`src/design/stwc_pkg.sv`:
```
`timescale 1ns / 1ps
`default_nettype none
// ----------------------------------------------------------------------------
// stwc_pkg: shared types and constants of the split text console
// Word layouts, command codes, state codes and fixed display geometry.
// ----------------------------------------------------------------------------
package stwc_pkg;

   // fixed display and field geometry
   localparam int TEXT_DEPTH  = 1920;
   localparam int TEXT_ADDR_W = 11;
   localparam int DISP_COLS   = 80;
   localparam int CHAR_W      = 8;
   localparam int ATTR_W      = 4;
   localparam int COL_W       = 6;
   localparam int ROW_W       = 4;
   localparam int WIN_W       = 2;
   localparam int IDX_W       = 11;
   localparam int NUM_WIN     = 4;
   localparam int DROW_W      = 5;
   localparam int DCOL_W      = 7;

   // command queue between front and back
   localparam int QUEUE_DEPTH = 2;

   // divide by 80: q = (idx * 1639) >> 17, exact for idx below 2730
   localparam int ROW_RECIP   = 1639;
   localparam int ROW_SHIFT   = 17;
   localparam int ROW_PROD_W  = 22;

   // attribute: ((idx + 13) mod 15) + 1, quotient by (v * 2185) >> 15
   localparam int ATTR_OFFSET = 13;
   localparam int ATTR_MOD    = 15;
   localparam int ATTR_RECIP  = 2185;
   localparam int ATTR_SHIFT  = 15;
   localparam int ATTR_VAL_W  = 12;
   localparam int ATTR_PROD_W = 24;
   localparam int ATTR_Q_W    = 8;

   // control characters
   localparam logic [CHAR_W-1:0] CHAR_NEWLINE   = 8'h0A;
   localparam logic [CHAR_W-1:0] CHAR_RETURN    = 8'h0D;
   localparam logic [CHAR_W-1:0] CHAR_BACKSPACE = 8'h08;
   localparam logic [CHAR_W-1:0] CHAR_SPACE     = 8'h20;

   typedef enum logic [2:0] {
      CMD_WRITE,
      CMD_NEWLINE,
      CMD_RETURN,
      CMD_BACKSPACE,
      CMD_READ
   } cmd_kind_type;

   // one classified word as it travels through the command queue
   typedef struct packed {
      cmd_kind_type              kind;
      logic [WIN_W-1:0]          window;
      logic [CHAR_W-1:0]         char_code;
      logic                      hit;
      logic [TEXT_ADDR_W-1:0]    addr;
      logic [ATTR_W-1:0]         attr;
   } cmd_type;

   typedef struct packed {
      logic full;
      logic empty;
   } queue_status_type;

   typedef enum logic [2:0] {
      ST_CLEAR,
      ST_IDLE,
      ST_READ,
      ST_SCROLL,
      ST_DRAIN
   } back_state_type;

endpackage
`default_nettype wire

```
`src/design/stwc_front.sv`:
```
`timescale 1ns / 1ps
`default_nettype none
// ----------------------------------------------------------------------------
// stwc_front: request decode
// Accepts request words, sorts puts by character class and turns read
// cell numbers into window store addresses and attributes.
// ----------------------------------------------------------------------------
module stwc_front #(
   parameter int WIN_COLS = 40,
   parameter int WIN_ROWS = 12
) (
   input  logic                                 req_push,
   output logic                                 req_full,
   input  logic                                 req_op,
   input  logic [stwc_pkg::WIN_W-1:0]           req_window,
   input  logic [stwc_pkg::CHAR_W-1:0]          req_char_code,
   input  logic [stwc_pkg::IDX_W-1:0]           req_cell_index,
   input  logic                                 clearing,
   input  stwc_pkg::queue_status_type           q_status,
   output logic                                 q_push,
   output stwc_pkg::cmd_type                    q_cmd
);
   import stwc_pkg::*;

   localparam int AREA = WIN_COLS * WIN_ROWS;

   logic [ROW_PROD_W-1:0]  row_prod;
   logic [DROW_W-1:0]      disp_row;
   logic [IDX_W-1:0]       col_full;
   logic [DCOL_W-1:0]      disp_col;
   logic [ATTR_VAL_W-1:0]  attr_val;
   logic [ATTR_PROD_W-1:0] attr_prod;
   logic [ATTR_Q_W-1:0]    attr_q;
   logic [ATTR_VAL_W-1:0]  attr_rem;
   logic                   hit;
   logic                   win_r;
   logic                   win_c;
   logic [DROW_W-1:0]      wrow;
   logic [DCOL_W-1:0]      wcol;

   // handshake
   assign req_full = q_status.full | clearing;
   assign q_push   = req_push & ~req_full;

   // display row and column by reciprocal multiply
   assign row_prod = ROW_PROD_W'(req_cell_index) * ROW_PROD_W'(ROW_RECIP);
   assign disp_row = row_prod[ROW_SHIFT +: DROW_W];
   assign col_full = req_cell_index - IDX_W'(disp_row) * IDX_W'(DISP_COLS);
   assign disp_col = col_full[DCOL_W-1:0];

   // cycling attribute
   assign attr_val  = ATTR_VAL_W'(req_cell_index) + ATTR_VAL_W'(ATTR_OFFSET);
   assign attr_prod = ATTR_PROD_W'(attr_val) * ATTR_PROD_W'(ATTR_RECIP);
   assign attr_q    = attr_prod[ATTR_SHIFT +: ATTR_Q_W];
   assign attr_rem  = attr_val - ATTR_VAL_W'(attr_q) * ATTR_VAL_W'(ATTR_MOD);

   // which window covers the cell
   always_comb begin
      hit   = 1'b1;
      win_r = 1'b0;
      win_c = 1'b0;
      wrow  = disp_row;
      wcol  = disp_col;
      if (disp_row < DROW_W'(WIN_ROWS)) begin
         win_r = 1'b0;
      end else if (disp_row < DROW_W'(2 * WIN_ROWS)) begin
         win_r = 1'b1;
         wrow  = disp_row - DROW_W'(WIN_ROWS);
      end else begin
         hit = 1'b0;
      end
      if (disp_col < DCOL_W'(WIN_COLS)) begin
         win_c = 1'b0;
      end else if (disp_col < DCOL_W'(2 * WIN_COLS)) begin
         win_c = 1'b1;
         wcol  = disp_col - DCOL_W'(WIN_COLS);
      end else begin
         hit = 1'b0;
      end
   end

   // classified command word
   always_comb begin
      q_cmd.window    = req_window;
      q_cmd.char_code = req_char_code;
      q_cmd.hit       = hit;
      q_cmd.attr      = attr_rem[ATTR_W-1:0] + ATTR_W'(1);
      if (hit) begin
         q_cmd.addr = TEXT_ADDR_W'(int'({win_r, win_c}) * AREA + int'(wrow) * WIN_COLS
                                   + int'(wcol));
      end else begin
         q_cmd.addr = '0;
      end
      if (req_op) begin
         q_cmd.kind = CMD_READ;
      end else begin
         unique case (req_char_code)
            CHAR_NEWLINE:   q_cmd.kind = CMD_NEWLINE;
            CHAR_RETURN:    q_cmd.kind = CMD_RETURN;
            CHAR_BACKSPACE: q_cmd.kind = CMD_BACKSPACE;
            default:        q_cmd.kind = CMD_WRITE;
         endcase
      end
   end

endmodule
`default_nettype wire

```
`config.mk`:
```
export PLATFORM = sky130hd
export DESIGN_NAME = stwc_front
export DESIGN_NICKNAME = d
export VERILOG_FILES = /design/src/design/stwc_pkg.sv /design/src/design/stwc_front.sv
export SDC_FILE = /design/constraint.sdc
export NUM_CORES = 1
export LEC_CHECK = 0
export CAP_MARGIN = 20
export CORE_MARGIN = 3
export CORE_UTILIZATION = 50
export DETAILED_ROUTE_END_ITERATION = 8
export DONT_BUFFER_PORTS = 1
export PLACE_DENSITY = 0.74
export SYNTH_ARGS = -nofsm -noshare
export SYNTH_HDL_FRONTEND = slang
export SYNTH_SLANG_ARGS = --single-unit
```
`constraint.sdc`:
```
create_clock -name vclk -period 9.5
set_clock_uncertainty 0.2 [all_clocks]
set_input_delay 0.95 -clock vclk [all_inputs]
set_output_delay 0.95 -clock vclk [all_outputs]
set_load 0.03 [all_outputs]
```
==> flow_summary.json, run 1 <==
{
  "crit_path_end_kind": "output port",
  "synthCells": 539,
  "crit_arrival_ps": 8360,
  "ys_seq_area_share_pct": 0,
  "yosys-mux-area-fraction_pct": 0.933,
  "syn_nets": 758,
  "die_h_um": 104,
  "wl_per_cell_um": 15.2,
  "coreArea_sq_um": 9330,
  "synth_area_leader_cell": "ha_1",
  "fmax_mhz": 105,
  "start_kind": "input pin",
  "setup_viol": 1,
  "initial_core_util_pct": 51.8,
  "synth_top_cell_area_share_pct": 37.8,
  "rsz0062_at_grt": "true",
  "syn_to_final_growth_pct": 15.0,
  "vias": 3770,
  "hold_start": "req_char_code[1]",
  "grt_pass1_wl_um": 18000,
  "initialDrtViolationCount": 91,
  "placed_area_sq_um": 5200,
  "grt_overflow": 0,
  "status": "complete, but fails checks",
  "hold_class": "input pin to output port",
  "drt_wl_total_um": 10700,
  "hold_viol": 0,
  "synthAdderAreaFrac_pct": 57.5,
  "n_antenna_cell": 0,
  "cts_hold_buffers": 0,
  "regArea_sq_um": 0,
  "violations": "setup timing",
  "die_area_sq_um": 10900,
  "worstPathMaxFanout": 7,
  "grt_max_degree": 10,
  "portBuffers": 0,
  "n_clock_buffer": 0,
  "ys_types": 61,
  "hold_depth": 0,
  "synth-xor-area-share_pct": 9.98,
  "grt_pass1_vias": 4086,
  "synth_area_leaders": "ha_1 38%, fa_1 19%, inv_1 10%",
  "num_io_pins": 57,
  "setup_ws_ps": -14.9,
  "worst-setup-path-type": "input pin to output port",
  "synth_top_family_by_area": "adder cells",
  "drv_slew": 0,
  "place_congestion": 0.899,
  "hpwl_um": 9370,
  "synth.most_common_cell": "ha_1",
  "slowest_delay_ps": 560,
  "antenna_found_initial": 0,
  "grt_usage_pct": 19.6,
  "fin_nets": 793,
  "drive_gt1_share_pct": 18.0,
  "crit_required_ps": 8350,
  "fin_crit_ps": 9510,
  "synthTopCellsByCount": "146 x ha_1, 130 x inv_1, 47 x fa_1",
  "synthSimpleGateAreaFrac_pct": 9.05,
  "fin_area_sq_um": 5550,
  "synth_compound_area_share_pct": 10.0,
  "holdWs_ps": 1700,
  "drv_cap": 0,
  "drt_first_pass_iters": 4,
  "drc": 0,
  "synthesis.area_sq_um": 4830,
  "crit_start": "req_cell_index[3]",
  "antenna_left": 0,
  "chipWidth_um": 104,
  "synth.avg_cell_area_sq_um": 8.96,
  "yosysWarnings": 0,
  "slowest_stage": "fa_1",
  "relSlewSlack_pct": 39.5,
  "tightest_slew_ps": 901,
  "place_ws_ps": -117,
  "nFlopsAndLatches": 0,
  "whs_endpoint": "q_cmd[17]",
  "num_rows": 35,
  "routed_via_density": 5.38,
  "post-route-period-util_pct": 100
}
layer usage:
layer	wire length, um	track usage [%]	part of all wire [%]	up-vias
li1	-	-	-	1826
met1	4500	23.5	42	1843
met2	5620	38.1	53	81
met3	377	1.86	3.5	20
met4	191	3.51	1.8	0
met5	0	0	0	-
kinds of logic after synthesis:
kind of cell / Yosys count
xor+xnor: 51
fa+ha+maj: 194
mux: 4
simple gates: 82
buf+inv: 145
compound gates: 63
worst max-delay path by stage:
stage,endpoint,slack (ps)
6_report,q_cmd[14],-10
5_1_grt,q_cmd[14],-300
4_1_cts,q_cmd[14],1
3_5_place_dp,q_cmd[14],-120
3_3_place_gp,q_cmd[14],10
2_1_floorplan,q_cmd[14],60
worst max-delay path, delay by kind of cell:
family / cells / cell delay, ps
buffers and inverters: 7 / 520
XOR/XNOR: 6 / 1080
adder cells (fa/ha/maj): 11 / 3900
AO/OA/AOI/OAI: 5 / 910
AND/OR/NAND/NOR: 5 / 630
multiplexers: 1 / 360
layout by cell type (no fill, tap or decap), drive strengths merged, types with 2 or more instances in the layout:
| master | instances |
|---|---|
| nor2 | 21 |
| nand2b | 4 |
| a21o | 9 |
| nor3 | 7 |
| and3 | 2 |
| nor4 | 2 |
| and2 | 6 |
| a211oi | 2 |
| a21boi | 2 |
| xnor3 | 2 |
| and4b | 2 |
| a21oi | 19 |
| mux2i | 3 |
| nand3 | 6 |
| fa | 47 |
| nand2 | 16 |
| xor2 | 12 |
| buf | 47 |
| or4 | 2 |
| ha | 146 |
| nor2b | 3 |
| inv | 130 |
| a31oi | 2 |
| o211ai | 3 |
| a221o | 2 |
| or3 | 2 |
| xnor2 | 37 |
| a2111oi | 2 |
| a221oi | 2 |
| o21ai | 10 |
| nand4 | 4 |
cell type report:
| cell class | count | area (sq um) |
|---|---|---|
| well taps | 129 | 161 |
| inverters | 131 | 513 |
| multi-input cells | 394 | 4520 |
| fillers | 777 | 3780 |
| repair buffers | 47 | 360 |
per-stage QoR:
stage / utilization [%] / cells / TNS (ps)
after floorplan: - / 539 / 0
final: 59.5 / 701 / -14.9
after CTS: 57.7 / 696 / 0
after detailed placement: 55.8 / 686 / -139
after global routing: 59.5 / 701 / -615
after global placement: 55.8 / 686 / 0
timing repair:
item,in CTS,in global routing
gates resized for setup,13,29
setup endpoints to repair,3,5
pin swaps,19,34
buffers inserted,10,6
Power of run 1 is not shown: default switching activity piles up to over one toggle a cycle in this logic, so the estimate is an artifact.
==> inputs of run 2 (changes only) <==
--- a/config.mk
+++ b/config.mk
@@ -10,7 +10,8 @@
 export CORE_UTILIZATION = 50
 export DETAILED_ROUTE_END_ITERATION = 8
 export DONT_BUFFER_PORTS = 1
-export PLACE_DENSITY = 0.74
+export PLACE_DENSITY = 0.71
+export RECOVER_POWER = 50
 export SYNTH_ARGS = -nofsm -noshare
 export SYNTH_HDL_FRONTEND = slang
 export SYNTH_SLANG_ARGS = --single-unit
==> constraint.sdc (replaced) <==
create_clock -name vclk -period 11.4
set_clock_uncertainty 0.2 [all_clocks]
set_input_delay 1.14 -clock vclk [all_inputs]
set_output_delay 1.14 -clock vclk [all_outputs]
set_load 0.03 [all_outputs]
==> run 2 against run 1 <==
First-iteration DRC count increased by 47%. Worst setup slack better by 640 ps. The flow now finishes without violations. Final cell count shrank 6.6%. Highest routed layer unchanged. Largest cell class unchanged. Sequential share of layout area unchanged. Die area unchanged. Design area down 12%. Count of clock-buffer cells in the layout stayed put. Core utilization decreased by 7.0 points.
==> flow_summary.json, run 2 (synthesis gave the netlist of run 1 again) <==
{
  "status": "complete, no violations",
  "drc": 0,
  "crit_required_ps": 10060,
  "met1_length_um": 4230,
  "hold_depth": 0,
  "final_cell_mix": "146 x ha_1, 130 x inv_1, 47 x fa_1",
  "start_kind": "input pin",
  "hold_start": "req_char_code[2]",
  "wl_met2_um": 4590,
  "critPathBufInv": 6,
  "coreArea_sq_um": 9330,
  "grt_pass1_wl_um": 17100,
  "nFlopsAndLatches": 0,
  "post-route-period-util_pct": 94.5,
  "critical_path.top_delay_family": "adder cells",
  "rsz0062_at_grt": "false",
  "chipWidth_um": 104,
  "grt_pass1_vias": 3807,
  "die_area_sq_um": 10900,
  "highest_layer": "met4",
  "slowest_delay_ps": 550,
  "fmax_mhz": 92.8,
  "place_congestion": 0.889,
  "hpwl_um": 8540,
  "routed_via_density": 5.27,
  "crit_arrival_ps": 9440,
  "drt_first_pass_iters": 4,
  "hold_viol": 0,
  "initial_core_util_pct": 51.8,
  "antenna_found_initial": 0,
  "fin_crit_ps": 10780,
  "dr_wl_met3_um": 325,
  "slowest_stage": "fa_1",
  "post_cts_buffers": 0,
  "n_fill_cell": 862,
  "antenna_left": 0,
  "initialDrtViolationCount": 134,
  "drive_gt1_share_pct": 3.04,
  "relSlewSlack_pct": 38.2,
  "layout_commonest_cell": "ha_1",
  "die_h_um": 104,
  "wl_per_cell_um": 14.3,
  "drv_slew": 0,
  "n_clock_buffer": 0,
  "crit_top_cell": "ha_1",
  "grt_overflow": 0,
  "hold_class": "input pin to output port",
  "syn_to_final_growth_pct": 1.50,
  "n_antenna_cell": 0,
  "grt_max_degree": 13,
  "setup_tns_ps": 0,
  "fin_nets": 747,
  "num_rows": 35,
  "regArea_sq_um": 0,
  "tightest_slew_ps": 920,
  "grt_usage_pct": 18.5,
  "drv_cap": 0,
  "drt_wl_total_um": 9390,
  "num_io_pins": 57,
  "worst-setup-path-type": "input pin to output port",
  "vias": 3452,
  "worstPathMaxFanout": 7,
  "portBuffers": 0,
  "setup_viol": 0,
  "whs_endpoint": "q_cmd[18]",
  "crit_path_end_kind": "output port"
}
[run 2: changes by cell type in the layout (fill, tap and decap cells not counted), moves of 4 or more]
| cell | before | now |
|---|---|---|
| buf_4 | 45 | 1 |
| ha_1 | 130 | 146 |
| ha_4 | 14 | 0 |
| inv_1 | 122 | 130 |
| inv_2 | 5 | 0 |
| xnor2_1 | 32 | 36 |
[run 2: metal layers]
metal | vias to the layer above | GRT usage (%)
met4 | 0 | 4.37
met2 | 62 | 33.7
met1 | 1633 | 23.5
met3 | 24 | 1.68
met5 | - | 0
li1 | 1733 | -
[run 2: how the worst max path moves through the flow]
stage	start	to	slack [ps]	depth (start not counted)
after floorplan	req_cell_index[2]	q_cmd[14]	980	33
after global placement	req_cell_index[3]	q_cmd[14]	580	34
after detailed placement	req_cell_index[2]	q_cmd[14]	470	34
after CTS	req_cell_index[2]	q_cmd[14]	440	34
after global routing	req_cell_index[3]	q_cmd[14]	80	34
final	req_cell_index[2]	q_cmd[14]	620	34
[run 2: what timing repair did]
action | in CTS | in global routing
hold buffers | 0 | 0
endpoints found under the setup margin | 0 | 1
gates resized for setup | 0 | 2
[run 2: layout make-up]
cell class / count / area [sq um] / share of cell area, %
inverters: 131 / 493 / 10.1
well taps: 129 / 161 / 3.29
multi-input cells: 394 / 4240 / 86.5
repair buffers: 1 / 7.51 / 0.153
[run 2: metrics by stage]
stage               cell area, sq um  hold WS, ps  instances  setup slack (ps)  utilization [%]
floorplan                       4830         2200        539               978                -
global placement                4890         2080        655               578             52.4
detailed placement              4890         2080        655               467             52.4
CTS                             4890         2080        655               442             52.4
global route                    4900         2080        655              75.8             52.5
finish                          4900         2080        655               622             52.5
Power of run 2 is left out for the same reason.
