## config.mk

```make
export PLATFORM = sky130hd
export DESIGN_NAME = stwc_queue
export DESIGN_NICKNAME = d
export VERILOG_FILES = /design/src/design/stwc_pkg.sv /design/src/design/stwc_queue.sv
export SDC_FILE = /design/constraint.sdc
export NUM_CORES = 1
export LEC_CHECK = 0
export ABC_AREA = 1
export BUFFER_PORTS_ARGS = -buffer_cell sky130_fd_sc_hd__clkbuf_2
export CAP_MARGIN = 20
export CORE_UTILIZATION = 30
export DETAILED_ROUTE_END_ITERATION = 16
export HOLD_SLACK_MARGIN = 0.05
export PLACE_DENSITY = 0.48
export SLEW_MARGIN = 0
export SYNTH_ARGS = -nofsm -noshare
export SYNTH_HDL_FRONTEND = slang
export SYNTH_SLANG_ARGS = --single-unit
export TNS_END_PERCENT = 10
```

## constraint.sdc

```tcl
create_clock -name clock -period 3.7 [get_ports clock]
set_clock_uncertainty 0.1 [all_clocks]
set_input_delay 0.185 -clock clock [delete_from_list [all_inputs] [get_ports clock]]
set_output_delay 0.185 -clock clock [all_outputs]
set_load 0.02 [all_outputs]
```

## src/design/stwc_pkg.sv

```systemverilog
`timescale 1ns / 1ps
`default_nettype none
// ----------------------------------------------------------------------------
// stwc_pkg: shared types and constants of the split text console
// Word layouts, command codes, state codes and fixed display geometry.
// ----------------------------------------------------------------------------
package stwc_pkg;

   // fixed display and field geometry
   localparam int TEXT_DEPTH  = 1920;
   localparam int TEXT_ADDR_W = 11;
   localparam int DISP_COLS   = 80;
   localparam int CHAR_W      = 8;
   localparam int ATTR_W      = 4;
   localparam int COL_W       = 6;
   localparam int ROW_W       = 4;
   localparam int WIN_W       = 2;
   localparam int IDX_W       = 11;
   localparam int NUM_WIN     = 4;
   localparam int DROW_W      = 5;
   localparam int DCOL_W      = 7;

   // command queue between front and back
   localparam int QUEUE_DEPTH = 2;

   // divide by 80: q = (idx * 1639) >> 17, exact for idx below 2730
   localparam int ROW_RECIP   = 1639;
   localparam int ROW_SHIFT   = 17;
   localparam int ROW_PROD_W  = 22;

   // attribute: ((idx + 13) mod 15) + 1, quotient by (v * 2185) >> 15
   localparam int ATTR_OFFSET = 13;
   localparam int ATTR_MOD    = 15;
   localparam int ATTR_RECIP  = 2185;
   localparam int ATTR_SHIFT  = 15;
   localparam int ATTR_VAL_W  = 12;
   localparam int ATTR_PROD_W = 24;
   localparam int ATTR_Q_W    = 8;

   // control characters
   localparam logic [CHAR_W-1:0] CHAR_NEWLINE   = 8'h0A;
   localparam logic [CHAR_W-1:0] CHAR_RETURN    = 8'h0D;
   localparam logic [CHAR_W-1:0] CHAR_BACKSPACE = 8'h08;
   localparam logic [CHAR_W-1:0] CHAR_SPACE     = 8'h20;

   typedef enum logic [2:0] {
      CMD_WRITE,
      CMD_NEWLINE,
      CMD_RETURN,
      CMD_BACKSPACE,
      CMD_READ
   } cmd_kind_type;

   // one classified word as it travels through the command queue
   typedef struct packed {
      cmd_kind_type              kind;
      logic [WIN_W-1:0]          window;
      logic [CHAR_W-1:0]         char_code;
      logic                      hit;
      logic [TEXT_ADDR_W-1:0]    addr;
      logic [ATTR_W-1:0]         attr;
   } cmd_type;

   typedef struct packed {
      logic full;
      logic empty;
   } queue_status_type;

   typedef enum logic [2:0] {
      ST_CLEAR,
      ST_IDLE,
      ST_READ,
      ST_SCROLL,
      ST_DRAIN
   } back_state_type;

endpackage
`default_nettype wire

```

## src/design/stwc_queue.sv

```systemverilog
`timescale 1ns / 1ps
`default_nettype none
// ----------------------------------------------------------------------------
// stwc_queue: command queue
// Short first-in first-out buffer of classified words between front and back.
// ----------------------------------------------------------------------------
module stwc_queue (
   input  logic                        clock,
   input  logic                        reset,
   input  logic                        push,
   input  stwc_pkg::cmd_type           push_cmd,
   input  logic                        pop,
   output stwc_pkg::cmd_type           head_cmd,
   output stwc_pkg::queue_status_type  status
);
   import stwc_pkg::*;

   localparam int PTR_W = (QUEUE_DEPTH > 1) ? $clog2(QUEUE_DEPTH) : 1;
   localparam int CNT_W = $clog2(QUEUE_DEPTH + 1);

   cmd_type          entries_ff [QUEUE_DEPTH];
   logic [PTR_W-1:0] wr_ptr_ff, wr_ptr_in;
   logic [PTR_W-1:0] rd_ptr_ff, rd_ptr_in;
   logic [CNT_W-1:0] count_ff, count_in;

   assign head_cmd     = entries_ff[rd_ptr_ff];
   assign status.full  = (count_ff == CNT_W'(QUEUE_DEPTH));
   assign status.empty = (count_ff == '0);

   // pointer and fill count update
   always_comb begin
      wr_ptr_in = wr_ptr_ff;
      rd_ptr_in = rd_ptr_ff;
      count_in  = count_ff;
      if (push) begin
         wr_ptr_in = (wr_ptr_ff == PTR_W'(QUEUE_DEPTH - 1)) ? '0 : wr_ptr_ff + PTR_W'(1);
      end
      if (pop) begin
         rd_ptr_in = (rd_ptr_ff == PTR_W'(QUEUE_DEPTH - 1)) ? '0 : rd_ptr_ff + PTR_W'(1);
      end
      if (push && !pop) begin
         count_in = count_ff + CNT_W'(1);
      end else if (pop && !push) begin
         count_in = count_ff - CNT_W'(1);
      end
   end

   always_ff @(posedge clock) begin
      if (reset) begin
         wr_ptr_ff <= '0;
         rd_ptr_ff <= '0;
         count_ff  <= '0;
      end else begin
         wr_ptr_ff <= wr_ptr_in;
         rd_ptr_ff <= rd_ptr_in;
         count_ff  <= count_in;
      end
   end

   // entry storage
   always_ff @(posedge clock) begin
      if (push) begin
         entries_ff[wr_ptr_ff] <= push_cmd;
      end
   end

endmodule
`default_nettype wire

```

==> metrics.md, run 1 <==
| Metric | Value |
|---|---|
| Int Pwr | 1.16 mW |
| Global-route wire length before repair | 6580 um |
| Wire per inst | 12.8 um |
| CTS root buffer | clkbuf_8 |
| Chip Height | 90.7 um |
| Vias in the first global route | 1428 |
| Post-Syn Area | 2360 um^2 |
| Congestion Overflow GR | 0 |
| Final ANT Viol Nets | 0 |
| Pre-CTS setup slack | 1.94 ns |
| Fin crit period | 2.09 ns |
| Final Total Pwr | 1.54 mW |
| Cell taking the most area after synthesis | edfxtp_1 |
| Final Slew Violations | 0 |
| Clock Pin Slew Worst Setup and Hold Paths | 0.07 ns |
| Gates resized, CTS repair | 0 |
| Gr usage total | 0.109 |
| FF-to-FF setup slack | 2.08 ns |
| CP startpoint kind | register |
| Share of cells above drive strength 1 | 0.455 |
| Reg2reg path depth | 3 |
| Final hold vios | 0 |
| Number of DRC markers in iteration 0 | 58 |
| R2r endpoint | entries_ff[1][18] |
| Outcome | finished, final reports clean |
| Core Rows | 31 |
| DIE AREA | 8220 um^2 |
| NumNets Final | 262 |
| Net Count, Synth | 157 |
| Sequential Power Share | 0.549 |
| Worst-Skew Late Latency | 0.33 ns |
| CTS tree | yes |
| Arrival time worst endpoint | 1.80 ns |
| DRT Pass-1 Iters | 4 |
| Worst endpoint required time | 3.41 ns |
| Sw power | 382 uW |
| Initial core utilization | 0.319 |
| Gate power share | 0.139 |
| CP Class | reg -> out |
| Port Buffers | 63 |
| DRC Markers | 0 |
| Seq cells post-synth | 63 |
| Hold path depth | 2 |
| H-Tree Depth | 3 |
| Pleak | 1.30 nW |
| Antenna violations before repair | 0 |
| Syn Area/Cell | 19.2 um^2 |
| Largest net degree at the start of global routing | 30 |
| Netlist cell types | 16 |
| CP Capture Type | output port |
| Yosys warns | 0 |
| Layout area overhead | 38.7% |
| Total negative slack | 0 ns |
| Fin util | 0.442 |
| Final setup fails | 0 |
| Synth top area share | 0.738 |
| DIE WIDTH | 90.7 um |
| Switching Share | 0.247 |
| Ant diodes | 0 |
| Worst vdd ir | 178 uV |
| R2r startpoint | wr_ptr_ff |
| Fmax | 0.480 GHz |
| Min-Delay Startpoint | rd_ptr_ff |
| Slew HR | 0.400 |
| DP HPWL | 2640 um |
| Crit share post-route | 0.564 |
| Clock power frac | 0.312 |
| Total number of vias | 1360 |
| # IOs | 64 |
| RePlAce Congestion | 0.654 |
| Worst setup margin | 1.61 ns |
| Slew @ Worst Pin | 0.899 ns |
| Power Density | 471 nW/um^2 |
| Hold crit path type | reg -> reg |
| Placed insts | 283 |
| CTS Buffer Depth | 2 |
| TritonCTS buffer count | 9 |
| Worst Hold End | rd_ptr_ff |
| Finished Layout Cells | 332 |
| Mapped Cells | 123 |
| RSZ-0062 raised after global routing | false |
| Max Cap Viol | 0 |
| Register area share after synthesis | 0.780 |
| Total core area | 7410 um^2 |
| CTS Sinks | 63 |
| Drt total wl | 4250 um |
| Area contributors post-synth | edfxtp_1 (74%), mux2_2 (9.1%), mux2_4 (6.4%) |
| DR vias/cell | 4.10 |
| Crit Path Max Fanout | 29 |
Yosys cell counts:
master    number
a21oi_1        1
buf_2          1
buf_6          2
dfxtp_1        5
edfxtp_1      58
ha_1           1
inv_1          9
mux2_2        19
mux2_4        10
nand2_1        5
nand3_1        1
nand4_1        1
nor2_1         7
nor3_1         1
o21ai_0        1
xnor2_1        1
layer usage:
metal | track usage | share of wire | vias up | routed length [um]
li1 | - | - | 667 | -
met1 | 0.121 | 0.44 | 641 | 1890
met2 | 0.179 | 0.48 | 47 | 2050
met3 | 0.0455 | 0.060 | 5 | 253
met4 | 0.0578 | 0.012 | 0 | 51
met5 | 0 | 0 | - | 0
area by class of cell:
cell class | instances | area (um^2)
fill | 688 | 4140
sequential | 63 | 1840
timing repair buffer | 97 | 653
multi-input combinational | 48 | 464
clock buffer | 10 | 128
tap | 99 | 124
inverter | 9 | 33.8
clock inverter | 6 | 27.5
cell families (layout without fill, tap and decap cells):
kind of cell / Yosys count / in the layout / share of synthesized area
simple gates: 15 / 15 / 0.0260
fa+ha+maj: 1 / 1 / 0.00530
flops: 63 / 63 / 0.780
buf+inv: 12 / 122 / 0.0260
xor+xnor: 1 / 1 / 0.00371
compound gates: 2 / 2 / 0.00424
mux: 29 / 29 / 0.154
registers in the layout, indices dropped and copies added, names as in the netlist, named ones only:
signal and cells:
count_ff 2, rd_ptr_ff 1, entries_ff 58, wr_ptr_ff 1
worst max path at each step:
stage / endpoint / slack [ns] / cells past startpoint
final: head_cmd[19] / 1.61 / 2
after global routing: head_cmd[17] / 1.52 / 2
after CTS: head_cmd[17] / 1.56 / 2
after detailed placement: head_cmd[17] / 1.94 / 2
after global placement: head_cmd[17] / 1.95 / 2
after floorplan: entries_ff[0][0] / 1.63 / 1
critical path: stages (launching register included):
cell,delay [ns]
dfxtp_2,0.88
mux2_2,0.42
clkbuf_2,0.16
stage by stage:
stage	cell area (um^2)	hold WS (ns)
final	3270	0.418
after global routing	3270	0.466
after CTS	3270	0.425
after detailed placement	2790	0.278
after global placement	2790	0.275
after floorplan	2360	0.157
repair_timing:
| action | CTS | global route |
|---|---|---|
| setup buffers | 0 | 0 |
| hold endpoints to repair | 61 | 0 |
| hold buffers | 33 | 0 |
| endpoints found under the setup margin | 0 | 0 |
placed cells by master, fill, tap and decap left out:
master / netlist / final
clkbuf_2: 0 / 63
edfxtp_1: 58 / 58
dlygate4sd3_1: 0 / 33
mux2_2: 19 / 19
mux2_4: 10 / 10
inv_1: 9 / 9
clkbuf_8: 0 / 9
nor2_1: 7 / 6
nand2_1: 5 / 5
clkinv_1: 0 / 4
dfxtp_1: 5 / 4
nor2_4: 0 / 1
o21ai_0: 1 / 1
a21oi_1: 1 / 1
xnor2_1: 1 / 1
nor3_1: 1 / 1
nand3_1: 1 / 1
nand4_1: 1 / 1
ha_1: 1 / 1
dfxtp_2: 0 / 1
clkinv_2: 0 / 1
clkbuf_1: 0 / 1
clkinvlp_4: 0 / 1
buf_4: 0 / 1
power by group through the flow:
stage / registers [mW] / clock network, mW / logic [mW]
after global routing: 0.852 / 0.534 / 0.230
after detailed placement: 0.864 / 0 / 0.190
after global placement: 0.861 / 0 / 0.187
after CTS: 0.849 / 0.503 / 0.218
final: 0.847 / 0.481 / 0.214
after floorplan: 0.846 / 0 / 0.137
Power figures use the tool's default switching activity.
==> run 2, diff against run 1 <==
==> constraint.sdc (replaced) <==
create_clock -name clock -period 2.1 [get_ports clock]
set_clock_uncertainty 0.1 [all_clocks]
set_input_delay 0.105 -clock clock [delete_from_list [all_inputs] [get_ports clock]]
set_output_delay 0.105 -clock clock [all_outputs]
set_load 0.02 [all_outputs]
==> run 2 against run 1 <==
- sequential share of layout area shrank 1.8 points
- cell count up 0.60%
- flip-flop and latch count did not move
- critical path type unchanged
- largest power group unchanged
==> metrics.md, run 2 (synthesized netlist as in run 1, its figures left out) <==
| Metric | Value |
|---|---|
| Switching Share | 0.235 (was 0.247) |
| Storage element area | 1840 um^2 (unchanged) |
| Most frequent cells in the layout | clkbuf_2 (63), edfxtp_1 (58), dlygate4sd3_1 (33), mux2_2 (19), mux2_4 (10) (unchanged) |
| Worst-Skew Late Latency | 0.33 ns (about the same) |
| CP startpoint kind | register (unchanged) |
| Sequential Power Share | 0.485 (was 0.549) |
| DIE WIDTH | 90.7 um (unchanged) |
| FF-to-FF setup slack | 0.79 ns (was 2.08 ns) |
| DIE AREA | 8220 um^2 (unchanged) |
| CP Class | reg -> out (unchanged) |
| Wire per inst | 12.9 um (was 12.8 um) |
| Total number of vias | 1386 (was 1360) |
| Largest net degree at the start of global routing | 30 (unchanged) |
| Final Slew Violations | 0 (unchanged) |
| CTS Sinks | 63 (unchanged) |
| Commonest non-fill, non-tap cell in the layout | clkbuf_2 (unchanged) |
| Multi-input logic area | 464 um^2 (unchanged) |
| Fin crit period | 1.79 ns |
| Vias in the first global route | 1495 (was 1428) |
| Max Cap Viol | 0 (unchanged) |
| Share of cells above drive strength 1 | 0.481 (was 0.455) |
| Final ANT Viol Nets | 0 (unchanged) |
| Gate power share | 0.137 (was 0.139) |
| Placed insts | 285 (was 283) |
| # IOs | 64 (unchanged) |
| Total core area | 7410 um^2 (unchanged) |
| Total negative slack | 0 ns (unchanged) |
| DP HPWL | 2850 um (was 2640 um) |
| Crit share post-route | 0.854 |
| CTS tree | yes (unchanged) |
| Arrival time worst endpoint | 1.59 ns (was 1.80 ns) |
| Port Buffers | 63 (unchanged) |
| Crit Path Max Fanout | 29 (unchanged) |
| Global-route wire length before repair | 7010 um (was 6580 um) |
| Slew HR | 0.703 (was 0.400) |
| Gates resized, CTS repair | 0 (unchanged) |
| Final Total Pwr | 3.03 mW (was 1.54 mW) |
| Layout area overhead | 43.2% (was 38.7%) |
| CTS root buffer | clkbuf_8 (unchanged) |
| Clock power frac | 0.379 (was 0.312) |
| Antenna violations before repair | 0 (unchanged) |
| RSZ-0062 raised after global routing | false (unchanged) |
| Drt total wl | 4310 um (was 4250 um) |
| Core Rows | 31 (unchanged) |
| Final hold vios | 0 (unchanged) |
| Initial core utilization | 0.319 (unchanged) |
| TritonCTS buffer count | 9 (unchanged) |
| DR vias/cell | 4.15 (was 4.10) |
| Worst endpoint required time | 1.89 ns (was 3.41 ns) |
| Largest Register | entries_ff (unchanged) |
| DRC Markers | 0 (unchanged) |
| Hold crit path type | in -> reg (was reg -> reg) |
| CTS Buffer Depth | 2 (unchanged) |
| Largest register FFs | 58 (unchanged) |
| Clock Pin Slew Worst Setup and Hold Paths | 0.07 ns (about the same) |
| DRT Pass-1 Iters | 4 (unchanged) |
| Chip Height | 90.7 um (unchanged) |
| Power Density | 896 nW/um^2 (was 471 nW/um^2) |
| Largest registers | entries_ff (58), count_ff (2) (unchanged) |
| H-Tree Depth | 3 (unchanged) |
| Number of DRC markers in iteration 0 | 43 (was 58) |
| Pleak | 1.36 nW (was 1.30 nW) |
| Ant diodes | 0 (unchanged) |
| RePlAce Congestion | 0.650 (was 0.654) |
| CP Capture Type | output port (unchanged) |
| NumNets Final | 264 (was 262) |
| Gr usage total | 0.117 (was 0.109) |
| Congestion Overflow GR | 0 (unchanged) |
| Fmax | 0.558 GHz |
| Int Pwr | 2.32 mW (was 1.16 mW) |
| Sw power | 713 uW (was 382 uW) |
| Worst vdd ir | 364 uV (was 178 uV) |
| Outcome | finished, final reports clean (unchanged) |
| Final setup fails | 0 (unchanged) |
| Slew @ Worst Pin | 0.445 ns (was 0.899 ns) |
| Finished Layout Cells | 334 (was 332) |
| Filler cells | 666 (was 688) |
## run 2: changes by cell type in the layout (fill, tap and decap cells not counted), moves of 2 or more
cell / before / now
clkinv_4: 0 / 2
bufinv_16: 0 / 2
clkinv_1: 4 / 0
buf_12: 0 / 2
## run 2: metrics by stage
stage | util | area [um^2] | setup WS (ns) | hold WS, ns
after floorplan | - | 2360 | 0.0313 | 0.0774
after global placement | 0.382 | 2830 | 0.643 | 0.195
after detailed placement | 0.382 | 2830 | 0.625 | 0.203
after CTS | 0.456 | 3380 | 0.258 | 0.390
after global routing | 0.456 | 3380 | 0.217 | 0.393
final | 0.456 | 3380 | 0.307 | 0.403
## run 2: worst max-delay path, cell delays in order (launching register included)
cell,delay (ns)
dfxtp_2,0.31
buf_4,0.39
mux2_2,0.40
clkbuf_2,0.16
## run 2: routing by layer
| layer | wire, um | up-vias | global-route usage |
|---|---|---|---|
| met3 | 225 | 9 | 0.0370 |
| li1 | - | 672 | - |
| met1 | 1780 | 658 | 0.124 |
| met2 | 2220 | 47 | 0.202 |
| met4 | 93 | 0 | 0.0685 |
| met5 | 0 | - | 0 |
## run 2: what timing repair did
item	in CTS	in global routing
setup buffers	0	0
hold endpoints to repair	63	0
hold buffers	33	0
setup endpoints to repair	0	0
## run 2: final cells by class
type	instances	share of cell area
Sequential cell	63	0.546
Multi-Input combinational cell	48	0.137
Inverter	9	0.0100
Timing Repair Buffer	99	0.205
Clock buffer	9	0.0367
Tap cell	99	0.0367
Clock inverter	7	0.0285
## run 2: power by group through the flow
stage | Combinational (mW) | Clock (mW) | Sequential (mW)
global placement | 0.366 | 0 | 1.49
floorplan | 0.241 | 0 | 1.49
finish | 0.414 | 1.15 | 1.47
CTS | 0.425 | 1.18 | 1.47
global route | 0.448 | 1.24 | 1.47
detailed placement | 0.375 | 0 | 1.50
## run 2: path summary, 6_finish.rpt
path                  endpoint  cells after the start         start
min          entries_ff[1][23]                      2  push_cmd[23]
max               head_cmd[19]                      3      register
max reg2reg   entries_ff[1][1]                      3     wr_ptr_ff
min reg2reg          rd_ptr_ff                      2     rd_ptr_ff
==> run 3, diff against run 2 <==
--- a/config.mk
+++ b/config.mk
@@ -12,6 +12,7 @@
 export DETAILED_ROUTE_END_ITERATION = 16
 export HOLD_SLACK_MARGIN = 0.05
 export PLACE_DENSITY = 0.48
+export REMOVE_ABC_BUFFERS = 1
 export SLEW_MARGIN = 0
 export SYNTH_ARGS = -nofsm -noshare
 export SYNTH_HDL_FRONTEND = slang
==> run 3 against run 2 <==
- first-iteration DRC count shrank 4.7%
- critical path depth unchanged
- global-route usage shrank 0.37 points
- non-clock buffer count rose by 1
- sequential power about the same
- sequential share of layout area increased by 0.51 points
- utilization fell by 0.42 points
- cell area is 0.93% lower
- fmax fell by 2.7%
- die area stayed put
- critical endpoint is now head_cmd[28]
==> metrics.md, run 3 (synthesized netlist as in run 1, its figures left out) <==
| Metric | Value |
|---|---|
| Outcome | finished, final reports clean (unchanged) |
| Pleak | 1.34 nW (was 1.36 nW) |
| Worst-Skew Late Latency | 0.33 ns (about the same) |
| Largest Register | entries_ff (unchanged) |
| CTS Buffer Depth | 2 (unchanged) |
| Filler cells | 696 (was 666) |
| Most frequent cells in the layout | clkbuf_2 (63), edfxtp_1 (58), dlygate4sd3_1 (33), mux2_2 (19), mux2_4 (10) (unchanged) |
| NumNets Final | 265 (was 264) |
| Largest registers | entries_ff (58), count_ff (2) (unchanged) |
| Fmax | 0.543 GHz (was 0.558 GHz) |
| FF-to-FF setup slack | 0.79 ns (about the same) |
| RSZ-0062 raised after global routing | false (unchanged) |
| Core Rows | 31 (unchanged) |
| Fin util | 0.452 (was 0.456) |
| Hold crit path type | in -> reg (unchanged) |
| Crit Path Max Fanout | 16 (was 29) |
| Final Total Pwr | 2.86 mW (was 3.03 mW) |
| Total negative slack | 0 ns (unchanged) |
| DIE AREA | 8220 um^2 (unchanged) |
| Worst path max stage delay | 0.57 ns (was 0.40 ns) |
| Number of DRC markers in iteration 0 | 41 (was 43) |
| DIE WIDTH | 90.7 um (unchanged) |
| Largest register FFs | 58 (unchanged) |
| Storage element area | 1840 um^2 (unchanged) |
| Worst endpoint required time | 1.89 ns (about the same) |
| Design Area, Final | 3350 um^2 (was 3380 um^2) |
| Initial core utilization | 0.319 (unchanged) |
| H-Tree Depth | 3 (unchanged) |
| Global-route wire length before repair | 6900 um (was 7010 um) |
| Crit-path cells | buf_12 -> mux2_2 -> clkbuf_2 (was buf_4 -> mux2_2 -> clkbuf_2) |
| Vias in the first global route | 1477 (was 1495) |
| Crit share post-route | 0.878 (was 0.854) |
| Commonest non-fill, non-tap cell in the layout | clkbuf_2 (unchanged) |
| Chip Height | 90.7 um (unchanged) |
| CTS tree | yes (unchanged) |
| Multi-input logic area | 464 um^2 (unchanged) |
| Antenna violations before repair | 0 (unchanged) |
| RePlAce Congestion | 0.718 (was 0.650) |
| CP Class | reg -> out (unchanged) |
| Slew @ Worst Pin | 0.388 ns (was 0.445 ns) |
| # IOs | 64 (unchanged) |
| Placed cell area | 2840 um^2 (was 2830 um^2) |
| Port Buffers | 63 (unchanged) |
| Congestion Overflow GR | 0 (unchanged) |
| Fin crit period | 1.84 ns (was 1.79 ns) |
| Largest net degree at the start of global routing | 27 (was 30) |
| DR vias/cell | 4.19 (was 4.15) |
| DRC Markers | 0 (unchanged) |
| Top delay family on crit path | flip-flops (was buffers and inverters) |
| Final setup fails | 0 (unchanged) |
| CP Capture Type | output port (unchanged) |
| CP max-delay cell | dfxtp_2 (was mux2_2) |
| Final hold vios | 0 (unchanged) |
| TritonCTS buffer count | 9 (unchanged) |
| Finished Layout Cells | 335 (was 334) |
| Share of cells above drive strength 1 | 0.466 (was 0.481) |
| Layout area overhead | 41.8% (was 43.2%) |
| Placed insts | 286 (was 285) |
| Gr usage total | 0.113 (was 0.117) |
| Ant diodes | 0 (unchanged) |
| CP startpoint kind | register (unchanged) |
| CTS root buffer | clkbuf_8 (unchanged) |
| Worst vdd ir | 362 uV (was 364 uV) |
| CTS Sinks | 63 (unchanged) |
| Final Slew Violations | 0 (unchanged) |
| Max Cap Viol | 0 (unchanged) |
| Clock Pin Slew Worst Setup and Hold Paths | 0.07 ns (about the same) |
| Power Density | 855 nW/um^2 (was 896 nW/um^2) |
| Final ANT Viol Nets | 0 (unchanged) |
| Slew HR | 0.741 (was 0.703) |
| Arrival time worst endpoint | 1.64 ns (was 1.59 ns) |
| Wire per inst | 13.1 um (was 12.9 um) |
| Total number of vias | 1402 (was 1386) |
| DP HPWL | 3030 um (was 2850 um) |
| DRT Pass-1 Iters | 3 (was 4) |
| Buf/Inv on CP | 2 (unchanged) |
| Drt total wl | 4390 um (was 4310 um) |
| Total core area | 7410 um^2 (unchanged) |
## run 3: cell types whose count changed in the layout (fill, tap and decap cells not counted)
cell and change:
clkbuf_1 +3, clkinv_4 -2, buf_4 +1, bufinv_16 -1
clkinv_1 +1, clkinv_2 -1, clkinvlp_4 +1, inv_6 -1
## run 3: layout make-up
type,instances,share of cell area
clock buffer,12,0.0404
clock inverter,4,0.0138
inverter,9,0.0101
multi-input combinational,48,0.139
sequential,63,0.551
tap,99,0.0370
timing repair buffer,100,0.209
## run 3: path summary, 6_finish.rpt
path,from,to,cells past startpoint
setup / recovery,register,head_cmd[28],3
hold / removal,push_cmd[24],entries_ff[0][24],2
setup reg to reg,wr_ptr_ff,entries_ff[1][24],3
hold reg to reg,rd_ptr_ff,rd_ptr_ff,2
## run 3: what timing repair did
item                                    CTS  global route
buffers inserted                          0             0
endpoints found under the hold margin    63             0
endpoints found under the setup margin    0             0
resized for setup                         0             0
hold buffers                             33             0
## run 3: power by group
| group | switching [mW] | internal [mW] | leakage, nW |
|---|---|---|---|
| Combinational | 0.212 | 0.199 | 0.663 |
| Clock | 0.428 | 0.544 | 0.0880 |
| Sequential | 0.0311 | 1.45 | 0.586 |
| Total | 0.671 | 2.19 | 1.34 |
## run 3: routing by layer
metal	vias to the layer above	global-route usage	share of wire
li1	674	-	-
met4	0	0.0578	0.020
met5	-	0	0
met2	55	0.184	0.47
met1	662	0.136	0.46
met3	11	0.0328	0.053
## run 3: through the flow
stage | hold slack [ns] | setup slack (ns)
CTS | 0.381 | 0.214
floorplan | 0.0774 | 0.0313
detailed placement | 0.198 | 0.592
global route | 0.400 | 0.165
global placement | 0.198 | 0.610
finish | 0.397 | 0.257
